<file path="src/sv/ssk_pkg.sv">
// ----------------------------------------------------------------------------
// Stirling second-kind package
// Shared types and constants for the partition count engine.
// ----------------------------------------------------------------------------
package ssk_pkg;

    localparam int unsigned DATA_W  = 64;
    localparam int unsigned FIELD_W = 5;

    typedef enum logic [2:0] {
        S_IDLE,
        S_ROW,
        S_TOP,
        S_MUL,
        S_ADD,
        S_FIN
    } t_state;

    typedef struct packed {
        logic load_top;
        logic zero_top;
        logic mul;
        logic add;
    } t_mac_ctrl;

endpackage

</file>
<file path="src/sv/ssk_row_mem.sv">
// ----------------------------------------------------------------------------
// Scratch row memory
// One write port, one read port, registered read data.
// ----------------------------------------------------------------------------
module ssk_row_mem #(
    parameter int unsigned DEPTH = 26,
    parameter int unsigned AW    = 5
) (
    input  logic                       i_clk,
    input  logic                       i_wr_en,
    input  logic [AW-1:0]              i_wr_addr,
    input  logic [ssk_pkg::DATA_W-1:0] i_wr_data,
    input  logic                       i_rd_en,
    input  logic [AW-1:0]              i_rd_addr,
    output logic [ssk_pkg::DATA_W-1:0] o_rd_data
);

    logic [ssk_pkg::DATA_W-1:0] r_mem [DEPTH];
    logic [ssk_pkg::DATA_W-1:0] r_rd_data;

    always_ff @(posedge i_clk) begin
        if (i_wr_en) begin
            r_mem[i_wr_addr] <= i_wr_data;
        end
        if (i_rd_en) begin
            r_rd_data <= r_mem[i_rd_addr];
        end
    end

    assign o_rd_data = r_rd_data;

endmodule

</file>
<file path="src/sv/ssk_mac_unit.sv">
// ----------------------------------------------------------------------------
// Shared multiply-add unit
// Computes j*S(i-1,j) + S(i-1,j-1), one multiply and one add per update.
// ----------------------------------------------------------------------------
module ssk_mac_unit #(
    parameter int unsigned IW = 5
) (
    input  logic                       i_clk,
    input  ssk_pkg::t_mac_ctrl         i_ctrl,
    input  logic [IW-1:0]              i_mult,
    input  logic [ssk_pkg::DATA_W-1:0] i_rd_data,
    output logic [ssk_pkg::DATA_W-1:0] o_sum
);

    logic [ssk_pkg::DATA_W-1:0] r_cur;
    logic [ssk_pkg::DATA_W-1:0] r_prev;
    logic [ssk_pkg::DATA_W-1:0] r_prod;

    always_ff @(posedge i_clk) begin
        if (i_ctrl.load_top) begin
            r_cur <= i_ctrl.zero_top ? '0 : i_rd_data;
        end else if (i_ctrl.add) begin
            r_cur <= r_prev;
        end
        if (i_ctrl.mul) begin
            r_prod <= ssk_pkg::DATA_W'(r_cur * ssk_pkg::DATA_W'(i_mult));
            r_prev <= i_rd_data;
        end
    end

    assign o_sum = r_prod + r_prev;

endmodule

</file>
<file path="src/sv/stirling_second_kind_dp.sv">
// Requests with k = 0, k > n, or n or k out of range go from idle straight to
// the finish state. Otherwise each row i=1..n updates columns max(1, i-n+k)
// up to min(i,k), highest first. One request at a time; each update steps
// through the MUL and ADD states, sharing the multiply-add unit and the single
// memory read port. Reset clears control state only; the scratch row needs no
// clearing pass.
// ----------------------------------------------------------------------------
// Stirling numbers of the second kind
// Row-by-row recurrence over a scratch row, driven by a small sequencer.
// ----------------------------------------------------------------------------
module stirling_second_kind_dp #(
    parameter int unsigned MAX_N = 25
) (
    input  logic                        i_clk,
    input  logic                        i_rst_n,
    input  logic                        i_in_valid,
    output logic                        o_in_ready,
    input  logic [ssk_pkg::FIELD_W-1:0] i_set_size,
    input  logic [ssk_pkg::FIELD_W-1:0] i_block_count,
    output logic                        o_out_valid,
    input  logic                        i_out_ready,
    output logic [ssk_pkg::DATA_W-1:0]  o_partition_count
);

    localparam int unsigned DEPTH = MAX_N + 1;
    localparam int unsigned IW    = $clog2(DEPTH);

    ssk_pkg::t_state    r_state;
    ssk_pkg::t_state    n_state;
    ssk_pkg::t_mac_ctrl mac_ctrl;

    logic [IW-1:0] r_i;
    logic [IW-1:0] r_j;
    logic [IW-1:0] r_n;
    logic [IW-1:0] r_k;
    logic [IW-1:0] r_diff;
    logic [IW-1:0] row_lo;
    logic [IW-1:0] row_hi;
    logic          r_rd_at0;

    logic [ssk_pkg::DATA_W-1:0] r_result;
    logic [ssk_pkg::DATA_W-1:0] r_out_data;
    logic                       r_out_valid;

    logic                       in_accept;
    logic                       out_free;
    logic                       bad_req;
    logic                       rd_en;
    logic [IW-1:0]              rd_addr;
    logic                       wr_en;
    logic [ssk_pkg::DATA_W-1:0] mem_rd_data;
    logic [ssk_pkg::DATA_W-1:0] rd_val;
    logic [ssk_pkg::DATA_W-1:0] mac_sum;

    assign in_accept = i_in_valid && o_in_ready;
    assign out_free  = !r_out_valid || i_out_ready;
    assign bad_req   = (i_set_size > ssk_pkg::FIELD_W'(MAX_N))
                    || (i_block_count > ssk_pkg::FIELD_W'(MAX_N))
                    || (i_block_count > i_set_size)
                    || (i_block_count == '0);

    assign row_lo = (r_i > r_diff) ? (r_i - r_diff) : IW'(1);
    assign row_hi = (r_i < r_k) ? r_i : r_k;

    // Column 0 is never stored: S(i-1,0) is 1 only on the first row.
    assign rd_val = r_rd_at0 ? {{(ssk_pkg::DATA_W-1){1'b0}}, (r_i == IW'(1))} : mem_rd_data;

    always_comb begin
        n_state = r_state;
        unique case (r_state)
            ssk_pkg::S_IDLE: begin
                if (i_in_valid) begin
                    n_state = bad_req ? ssk_pkg::S_FIN : ssk_pkg::S_ROW;
                end
            end
            ssk_pkg::S_ROW: n_state = ssk_pkg::S_TOP;
            ssk_pkg::S_TOP: n_state = ssk_pkg::S_MUL;
            ssk_pkg::S_MUL: n_state = ssk_pkg::S_ADD;
            ssk_pkg::S_ADD: begin
                if (r_j == row_lo) begin
                    n_state = (r_i == r_n) ? ssk_pkg::S_FIN : ssk_pkg::S_ROW;
                end else begin
                    n_state = ssk_pkg::S_MUL;
                end
            end
            ssk_pkg::S_FIN: begin
                if (out_free) begin
                    n_state = ssk_pkg::S_IDLE;
                end
            end
            default: n_state = ssk_pkg::S_IDLE;
        endcase
    end

    always_comb begin
        o_in_ready = 1'b0;
        rd_en      = 1'b0;
        rd_addr    = '0;
        wr_en      = 1'b0;
        mac_ctrl   = '0;
        unique case (r_state)
            ssk_pkg::S_IDLE: o_in_ready = 1'b1;
            ssk_pkg::S_ROW: begin
                rd_en   = 1'b1;
                rd_addr = row_hi;
            end
            ssk_pkg::S_TOP: begin
                rd_en             = 1'b1;
                rd_addr           = r_j - IW'(1);
                mac_ctrl.load_top = 1'b1;
                mac_ctrl.zero_top = (r_j == r_i);
            end
            ssk_pkg::S_MUL: mac_ctrl.mul = 1'b1;
            ssk_pkg::S_ADD: begin
                wr_en        = 1'b1;
                mac_ctrl.add = 1'b1;
                if (r_j != row_lo) begin
                    rd_en   = 1'b1;
                    rd_addr = r_j - IW'(2);
                end
            end
            ssk_pkg::S_FIN: ;
            default: ;
        endcase
    end

    always_ff @(posedge i_clk) begin
        if (!i_rst_n) begin
            r_state     <= ssk_pkg::S_IDLE;
            r_out_valid <= 1'b0;
        end else begin
            r_state <= n_state;
            if (r_state == ssk_pkg::S_FIN && out_free) begin
                r_out_valid <= 1'b1;
            end else if (i_out_ready) begin
                r_out_valid <= 1'b0;
            end
        end
    end

    always_ff @(posedge i_clk) begin
        if (rd_en) begin
            r_rd_at0 <= (rd_addr == '0);
        end
        if (r_state == ssk_pkg::S_FIN && out_free) begin
            r_out_data <= r_result;
        end
        unique case (r_state)
            ssk_pkg::S_IDLE: begin
                if (in_accept) begin
                    r_n      <= IW'(i_set_size);
                    r_k      <= IW'(i_block_count);
                    r_diff   <= IW'(i_set_size - i_block_count);
                    r_i      <= IW'(1);
                    r_result <= {{(ssk_pkg::DATA_W-1){1'b0}},
                                 (i_set_size == '0) && (i_block_count == '0)};
                end
            end
            ssk_pkg::S_ROW: r_j <= row_hi;
            ssk_pkg::S_ADD: begin
                if (r_j == row_lo) begin
                    r_i <= r_i + IW'(1);
                    if (r_i == r_n) begin
                        r_result <= mac_sum;
                    end
                end else begin
                    r_j <= r_j - IW'(1);
                end
            end
            default: ;
        endcase
    end

    ssk_row_mem #(
        .DEPTH (DEPTH),
        .AW    (IW)
    ) u_row_mem (
        .i_clk     (i_clk),
        .i_wr_en   (wr_en),
        .i_wr_addr (r_j),
        .i_wr_data (mac_sum),
        .i_rd_en   (rd_en),
        .i_rd_addr (rd_addr),
        .o_rd_data (mem_rd_data)
    );

    ssk_mac_unit #(
        .IW (IW)
    ) u_mac_unit (
        .i_clk     (i_clk),
        .i_ctrl    (mac_ctrl),
        .i_mult    (r_j),
        .i_rd_data (rd_val),
        .o_sum     (mac_sum)
    );

    assign o_out_valid       = r_out_valid;
    assign o_partition_count = r_out_data;

`ifndef ASSERT_OFF
    a_add_in_window: assert property (@(posedge i_clk) disable iff (!i_rst_n)
        r_state == ssk_pkg::S_ADD |-> (r_j >= row_lo) && (r_j <= row_hi))
        else $error("update index outside row window");

    a_no_col0_write: assert property (@(posedge i_clk) disable iff (!i_rst_n)
        wr_en |-> r_j != '0)
        else $error("write to column zero");

    a_bad_req_fin: assert property (@(posedge i_clk) disable iff (!i_rst_n)
        in_accept && bad_req |=> r_state == ssk_pkg::S_FIN)
        else $error("degenerate request did not finish at once");
`endif

endmodule

</file>
<file path="config.mk">
export PLATFORM = sky130hd
export DESIGN_NAME = stirling_second_kind_dp
export DESIGN_NICKNAME = d
export VERILOG_FILES = /design/src/sv/ssk_pkg.sv /design/src/sv/ssk_row_mem.sv /design/src/sv/ssk_mac_unit.sv /design/src/sv/stirling_second_kind_dp.sv
export SDC_FILE = /design/constraint.sdc
export NUM_CORES = 2
export LEC_CHECK = 0
export BUFFER_PORTS_ARGS = -buffer_cell sky130_fd_sc_hd__buf_2
export CAP_MARGIN = 10
export CELL_PAD_IN_SITES_DETAIL_PLACEMENT = 1
export CELL_PAD_IN_SITES_GLOBAL_PLACEMENT = 2
export CORE_ASPECT_RATIO = 0.8
export CORE_MARGIN = 1.5
export CORE_UTILIZATION = 42
export CTS_CLUSTER_DIAMETER = 200
export DETAILED_ROUTE_END_ITERATION = 12
export PLACE_DENSITY_LB_ADDON = 0.1
export SLEW_MARGIN = 0
export SYNTH_ARGS = -nofsm -noshare
export SYNTH_HDL_FRONTEND = slang
export SYNTH_SLANG_ARGS = --single-unit
export TNS_END_PERCENT = 100
</file>
<file path="constraint.sdc">
create_clock -name i_clk -period 6.05 [get_ports i_clk]
set_clock_uncertainty 0.1 [all_clocks]
set_input_delay 0.605 -clock i_clk [delete_from_list [all_inputs] [get_ports i_clk]]
set_output_delay 0.605 -clock i_clk [all_outputs]
set_load 0.02 [all_outputs]
</file>
# Word level (Yosys, flattened, before mapping)
# Memory sizes are Yosys's and may differ from the RTL's. A register that Yosys moved wholly into a read port is not among the register bits.
# Cells that the tools add are included.
[word_totals]
reg_bits = 350
in_bits = 14
mem_count = 1
ramBits = 1664
[mem_list]
columns = ["memory", "depth", "width", "read_ports", "rd_ports_with_merged_regs", "wr", "line", "text"]
rows = [
  ["u_row_mem.r_mem", 26, 64, 1, 1, 1, "ssk_row_mem.sv:18", "logic [ssk_pkg::DATA_W-1:0] r_mem [DEPTH];"],
]
[classes]
n_mul = 1
n_addsub = 6
n_reduce_logical = 22
n_mux = 33
magnitude_cmp = 5
eq_ne = 16
[op_table]
columns = ["op", "count"]
rows = [
  ["$mux 64", 7],
  ["$pmux 64 s2", 1],
  ["$add 64x64->64", 1],
  ["$mul 64x5->64", 1],
  ["$mux 5", 6],
  ["$pmux 5 s2", 2],
  ["$pmux 3 s6", 1],
  ["$eq 5x5->1", 3],
  ["$logic_not 5->1", 3],
  ["$mux 3", 5],
  ["$pmux 5 s3", 1],
  ["$ne 2x2->1 const B", 6],
  ["$gt 5x5->1", 2],
  ["$gt 5x5->1 const B", 2],
  ["$sub 5x5->5", 2],
  ["$mux 1", 8],
  ["$reduce_bool 2->1", 4],
  ["$eq 3x2->1 const B", 2],
  ["$eq 3x3->1 const B", 2],
  ["$reduce_and 2->1", 3],
  ["$add 5x1->5 const B", 1],
  ["$eq 5x1->1 const B", 1],
  ["$lt 5x5->1", 1],
  ["$ne 5x5->1", 1],
  ["other kinds (12)", 17],
]

# Logic depth before layout (Yosys ltp)
[depth]
depth_word = 7
ltp_mapped = 21

# By module
# Synthesis repeated with hierarchy kept, for this count alone.
[unflattened]
hier_cells = 5496
hier_area_um2 = 92626.3
[by_module_without_submodules]
columns = ["module", "area_each_um2", "cells_per_inst", "seq_area_each_um2", "n_inst"]
rows = [
  ["ssk_row_mem", 65200.0, 2753, 51889.8, 1],
  ["ssk_mac_unit", 20264.4, 2216, 5765.5, 1],
  ["stirling_second_kind_dp", 7161.9, 527, 4704.5, 1],
]

# Least setup slack after synthesis
# Ideal clock, no wire load.
[synth_path]
path_type = "register -> register"
start = "reg r_state[1]"
end = "reg u_mac_unit.r_prev[0] (netlist name) (enable)"
path_slack_ns = -0.487
setup_ns = 0.616
t_arrival_ns = 5.821
n_path_buf = 0
period_less_slack_ns = 6.537
required_time_ns = 5.334
stages_incl_launch_ff = 3
path_cell_list = "dfxtp_1 > nand2_1 > nor2_1"
[synth_via]
elab_chain_len = 2
[synth_lines]
columns = ["element", "line", "text"]
rows = [
  ["start, declared", "stirling_second_kind_dp.sv:28", "ssk_pkg::t_state r_state;"],
  ["start signal, assigned", "stirling_second_kind_dp.sv:129", "r_state <= ssk_pkg::S_IDLE;"],
  ["start signal, assigned", "stirling_second_kind_dp.sv:132", "r_state <= n_state;"],
  ["$eq 3x2->1", "stirling_second_kind_dp.sv:101", "unique case (r_state)"],
  ["$mux 1", "stirling_second_kind_dp.sv:101", ""],
  ["end signal, assigned", "ssk_mac_unit.sv:27", "r_prev <= i_rd_data;"],
  ["end, declared", "ssk_mac_unit.sv:16", "logic [ssk_pkg::DATA_W-1:0] r_prev;"],
]
# No other way between the ends.
# A chain may end at the register's enable or synchronous reset.

# Worst setup path in the final report
[layout_path]
start = "reg r_j[3]"
end = "reg u_mac_unit.r_prod[57] (netlist name), data pin"
[layout_via]
elab_chain_len = 1
[layout_lines]
columns = ["element", "line", "text"]
rows = [
  ["start, declared", "stirling_second_kind_dp.sv:33", "logic [IW-1:0] r_j;"],
  ["start signal, assigned", "stirling_second_kind_dp.sv:159", "ssk_pkg::S_ROW: r_j <= row_hi;"],
  ["start signal, assigned", "stirling_second_kind_dp.sv:167", "r_j <= r_j - IW'(1);"],
  ["$mul 64x5->64", "ssk_mac_unit.sv:26", "r_prod <= ssk_pkg::DATA_W'(r_cur * ssk_pkg::DATA_W'(i_mult));"],
  ["end signal, assigned", "ssk_mac_unit.sv:26", ""],
  ["end, declared", "ssk_mac_unit.sv:17", "logic [ssk_pkg::DATA_W-1:0] r_prod;"],
]
# No other way between the ends.

==> out/qor.yml <==
yosysSeqAreaShare_pct: 62.8
dieArea_mm2: 0.239
clockPowerShare_pct: 23.7
io_pins: 80
synth_nets: 7719
stdcell_count: 10800
leakagePower_nw: 40.7
num_rows: 159
reg2reg_slack_ns: 0.33
setup_viol: 0
cp-start-kind: "flop"
total_power_mw: 57.0
worstPathArrival_ns: 6.20
p_sw_mw: 22.1
r2r-start: "r_j[3]"
ir_drop_v: 0.000369
drv_slew: 0
worst-setup-path-type: "flop to flop"
ys_top_cells_by_area: "edfxtp_1, mux2i_1, fa_1, nand2_1, a221oi_1"
ys_ff_latch: 2078
cts_buffer_depth: 4
firstDrtPassIters: 7
synth_top_cell_by_area: "edfxtp_1"
clock_latency_ns: 0.90
gp_congestion: 0.850
avgViaCountPerCell: 6.13
hp-start: "i_in_valid"
post-cts-setup-buffers: 0
run_status: "completed"
r2r-end: "u_mac_unit.r_prod[57]"
nNetsFinal: 7846
p_seq_share_pct: 33.9
num_vias: 66300
synth_edf_count: 2074
finalHoldViolCount: 0
drv_cap: 0
hold_depth: 3
netlist_area_mm2: 0.0993
drt_iter0_markers: 7540
worst_pin_slew_ns: 1.15
placed_area_mm2: 0.106
dp_cells: 10400
start_util_pct: 42.3
synthDistinctLibCells: 87
cts_tree: "done"
post-route-period-util_pct: 94.5
ant_nets: 0
fin_tns_setup_ns: 0
hold_path_end: "r_state[0]"
numCtsBuffers: 220
root_buffer: "clkbuf_16"
antenna_found_initial: 26
avgRoutedWirePerCell_um: 31.3
drive_above_1_share_pct: 13.4
grt_pass1_wl_um: 488000
p_sw_share_pct: 38.8
place_hpwl_um: 209000
yosysWarnings: 0
pre_cts_slack_ns: 0.286
die_x_um: 546
track_usage_pct: 27.9
crit_path_end_kind: "flop"
clkTransAtPathRegs_ns: 0.06
port_buffers: 79
drcViolationCount: 0
rsz0062_at_grt: "false"
combPwrFrac_pct: 42.4
wl_um: 338000
grt_max_degree: 129
grt_overflow_total: 0
power.internal_mw: 34.8
core_mm2: 0.235
fp.dieH_um: 438
required_ns: 6.53
synth_area_per_cell_um2: 13.5
area_growth_pct: 14.1
async_flop_share_pct: 0
fin_util_pct: 48.2
final_area_mm2: 0.113
synth_top_area_share_pct: 62.8
clkSinkCount: 2078
htreeDepth: 4
fin_crit_ns: 5.72
worst_slack_ns: 0.331
hold_path_class: "primary input to flop"
synthFlopType: "edfxtp_1"
slew-limit-headroom_pct: 22.8
fmax_ghz: 0.175
reg2regPathDepth: 17
grt_pass1_vias: 67100
synthCells: 7371
powerDensity_mw_per_mm2: 503
whs_ns: 0.0615
n_fill_cell: 23300
critPathMaxFanout: 16
==> cell usage in the layout (no fill, tap or decap), types with 79 or more instances in the layout <==
| cell type | synthesis | routed |
|---|---|---|
| mux2_2 | 127 | 127 |
| inv_1 | 333 | 333 |
| buf_12 | 0 | 99 |
| ha_1 | 152 | 152 |
| fa_1 | 182 | 182 |
| and2_1 | 364 | 363 |
| buf_2 | 93 | 79 |
| a221o_1 | 130 | 130 |
| buf_4 | 25 | 239 |
| o22ai_1 | 133 | 132 |
| a31oi_1 | 85 | 85 |
| o21ai_0 | 142 | 142 |
| a21oi_1 | 144 | 144 |
| a21o_1 | 86 | 86 |
| clkbuf_16 | 0 | 223 |
| nand3_1 | 299 | 297 |
| edfxtp_1 | 2074 | 2074 |
| nand2_1 | 814 | 810 |
| nand2b_1 | 92 | 91 |
| a221oi_1 | 325 | 325 |
| o211ai_1 | 264 | 264 |
| mux2i_1 | 396 | 396 |
==> repair_timing <==
| item | 4_1_cts | 5_1_grt |
|---|---|---|
| endpoints found under the setup margin | 0 | 2 |
| resized for setup | 0 | 4 |
| hold buffers | 11 | 0 |
| hold endpoints to repair | 14 | 0 |
==> logic make-up after synthesis <==
family                     count (synthesis)  share of synthesized area [%]
adders and majority gates                334                           5.59
muxes                                    523                           5.43
AOI/OAI and AO/OA                       1636                           12.6
xor gates and xnor gates                 149                           1.31
and+or+nand+nor                         1789                           8.63
buffers and inverters                    862                           3.58
DFF                                     2078                           62.8
==> synthesized netlist by cell type (all sizes together) (31+ instances only) <==
cell / n
edfxtp: 2074
nand2: 814
mux2i: 396
clkbuf: 381
and2: 364
inv: 334
a221oi: 326
nand3: 299
o211ai: 265
fa: 182
ha: 152
a21oi: 147
buf: 147
o21ai: 146
o22ai: 134
a221o: 130
mux2: 127
nor2: 101
xnor2: 97
nand2b: 92
a21o: 86
a31oi: 86
a211oi: 80
o221ai: 65
o2111ai: 64
xor2: 52
o21bai: 31
==> layout make-up <==
class / instances / area, µm² / share of cell area [%]
well taps: 3139 / 3930 / 3.47
inverters: 334 / 1250 / 1.11
diodes: 6 / 15.0 / 0.0133
flip-flops and latches: 2078 / 62400 / 55.1
repair buffers: 433 / 4340 / 3.83
clock inverters: 134 / 1260 / 1.11
clock buffers: 265 / 5760 / 5.09
multi-input cells: 4431 / 34300 / 30.3
==> worst max path at each step <==
stage	depth (start not counted)	to	start	slack (ns)
floorplan	20	u_mac_unit.r_prod[44]	r_j[3]	0.35
global placement	19	u_mac_unit.r_prod[57]	r_j[3]	0.36
detailed placement	19	u_mac_unit.r_prod[57]	r_j[4]	0.29
CTS	19	u_mac_unit.r_prod[57]	r_j[4]	0.24
global route	17	u_mac_unit.r_prod[57]	r_j[3]	0.03
finish	17	u_mac_unit.r_prod[57]	r_j[3]	0.33
==> worst max-delay path, stage by stage (launching register included) <==
cell and delay [ns]:
edfxtp_1 0.52, buf_4 0.26, and2_1 0.17, fa_1 0.47
fa_1 0.51, fa_1 0.42, ha_1 0.36, a2111oi_0 0.40
o21ai_0 0.27, nand4_1 0.23, a2111oi_0 0.12, buf_4 0.18
o211ai_1 0.44, nand3_1 0.21, a21boi_0 0.36, o21ai_0 0.16
a21oi_1 0.22, xnor2_1 0.09
==> registers in the layout, summed over array words and instances (netlist names) <==
name / cells
r_diff: 5
r_n: 5
r_result: 64
u_mac_unit.r_cur: 64
u_row_mem.o_rd_data: 64
r_k: 5
r_rd_at0: 1
r_i: 5
r_j: 5
r_state: 3
u_mac_unit.r_prev: 64
u_row_mem.r_mem: 1664
o_partition_count: 64
o_out_valid: 1
u_mac_unit.r_prod: 64
==> per-layer routing <==
metal  track usage, %  wire length, µm  up-vias
met5                0               22        -
met4             5.97             6930        4
met3             3.70            23100      393
met2             41.8           148000     2276
met1             43.1           161000    35100
li1                 -                -    28500
==> power by group through the flow <==
stage / Clock (mW) / Sequential (mW) / Combinational [mW]
floorplan: 0 / 19.3 / 14.8
global placement: 0 / 19.6 / 23.6
detailed placement: 0 / 19.6 / 23.8
CTS: 13.7 / 19.3 / 24.1
global route: 14.2 / 19.4 / 26.3
finish: 13.5 / 19.3 / 24.1
Note: power is estimated with default switching activity, not from simulation.
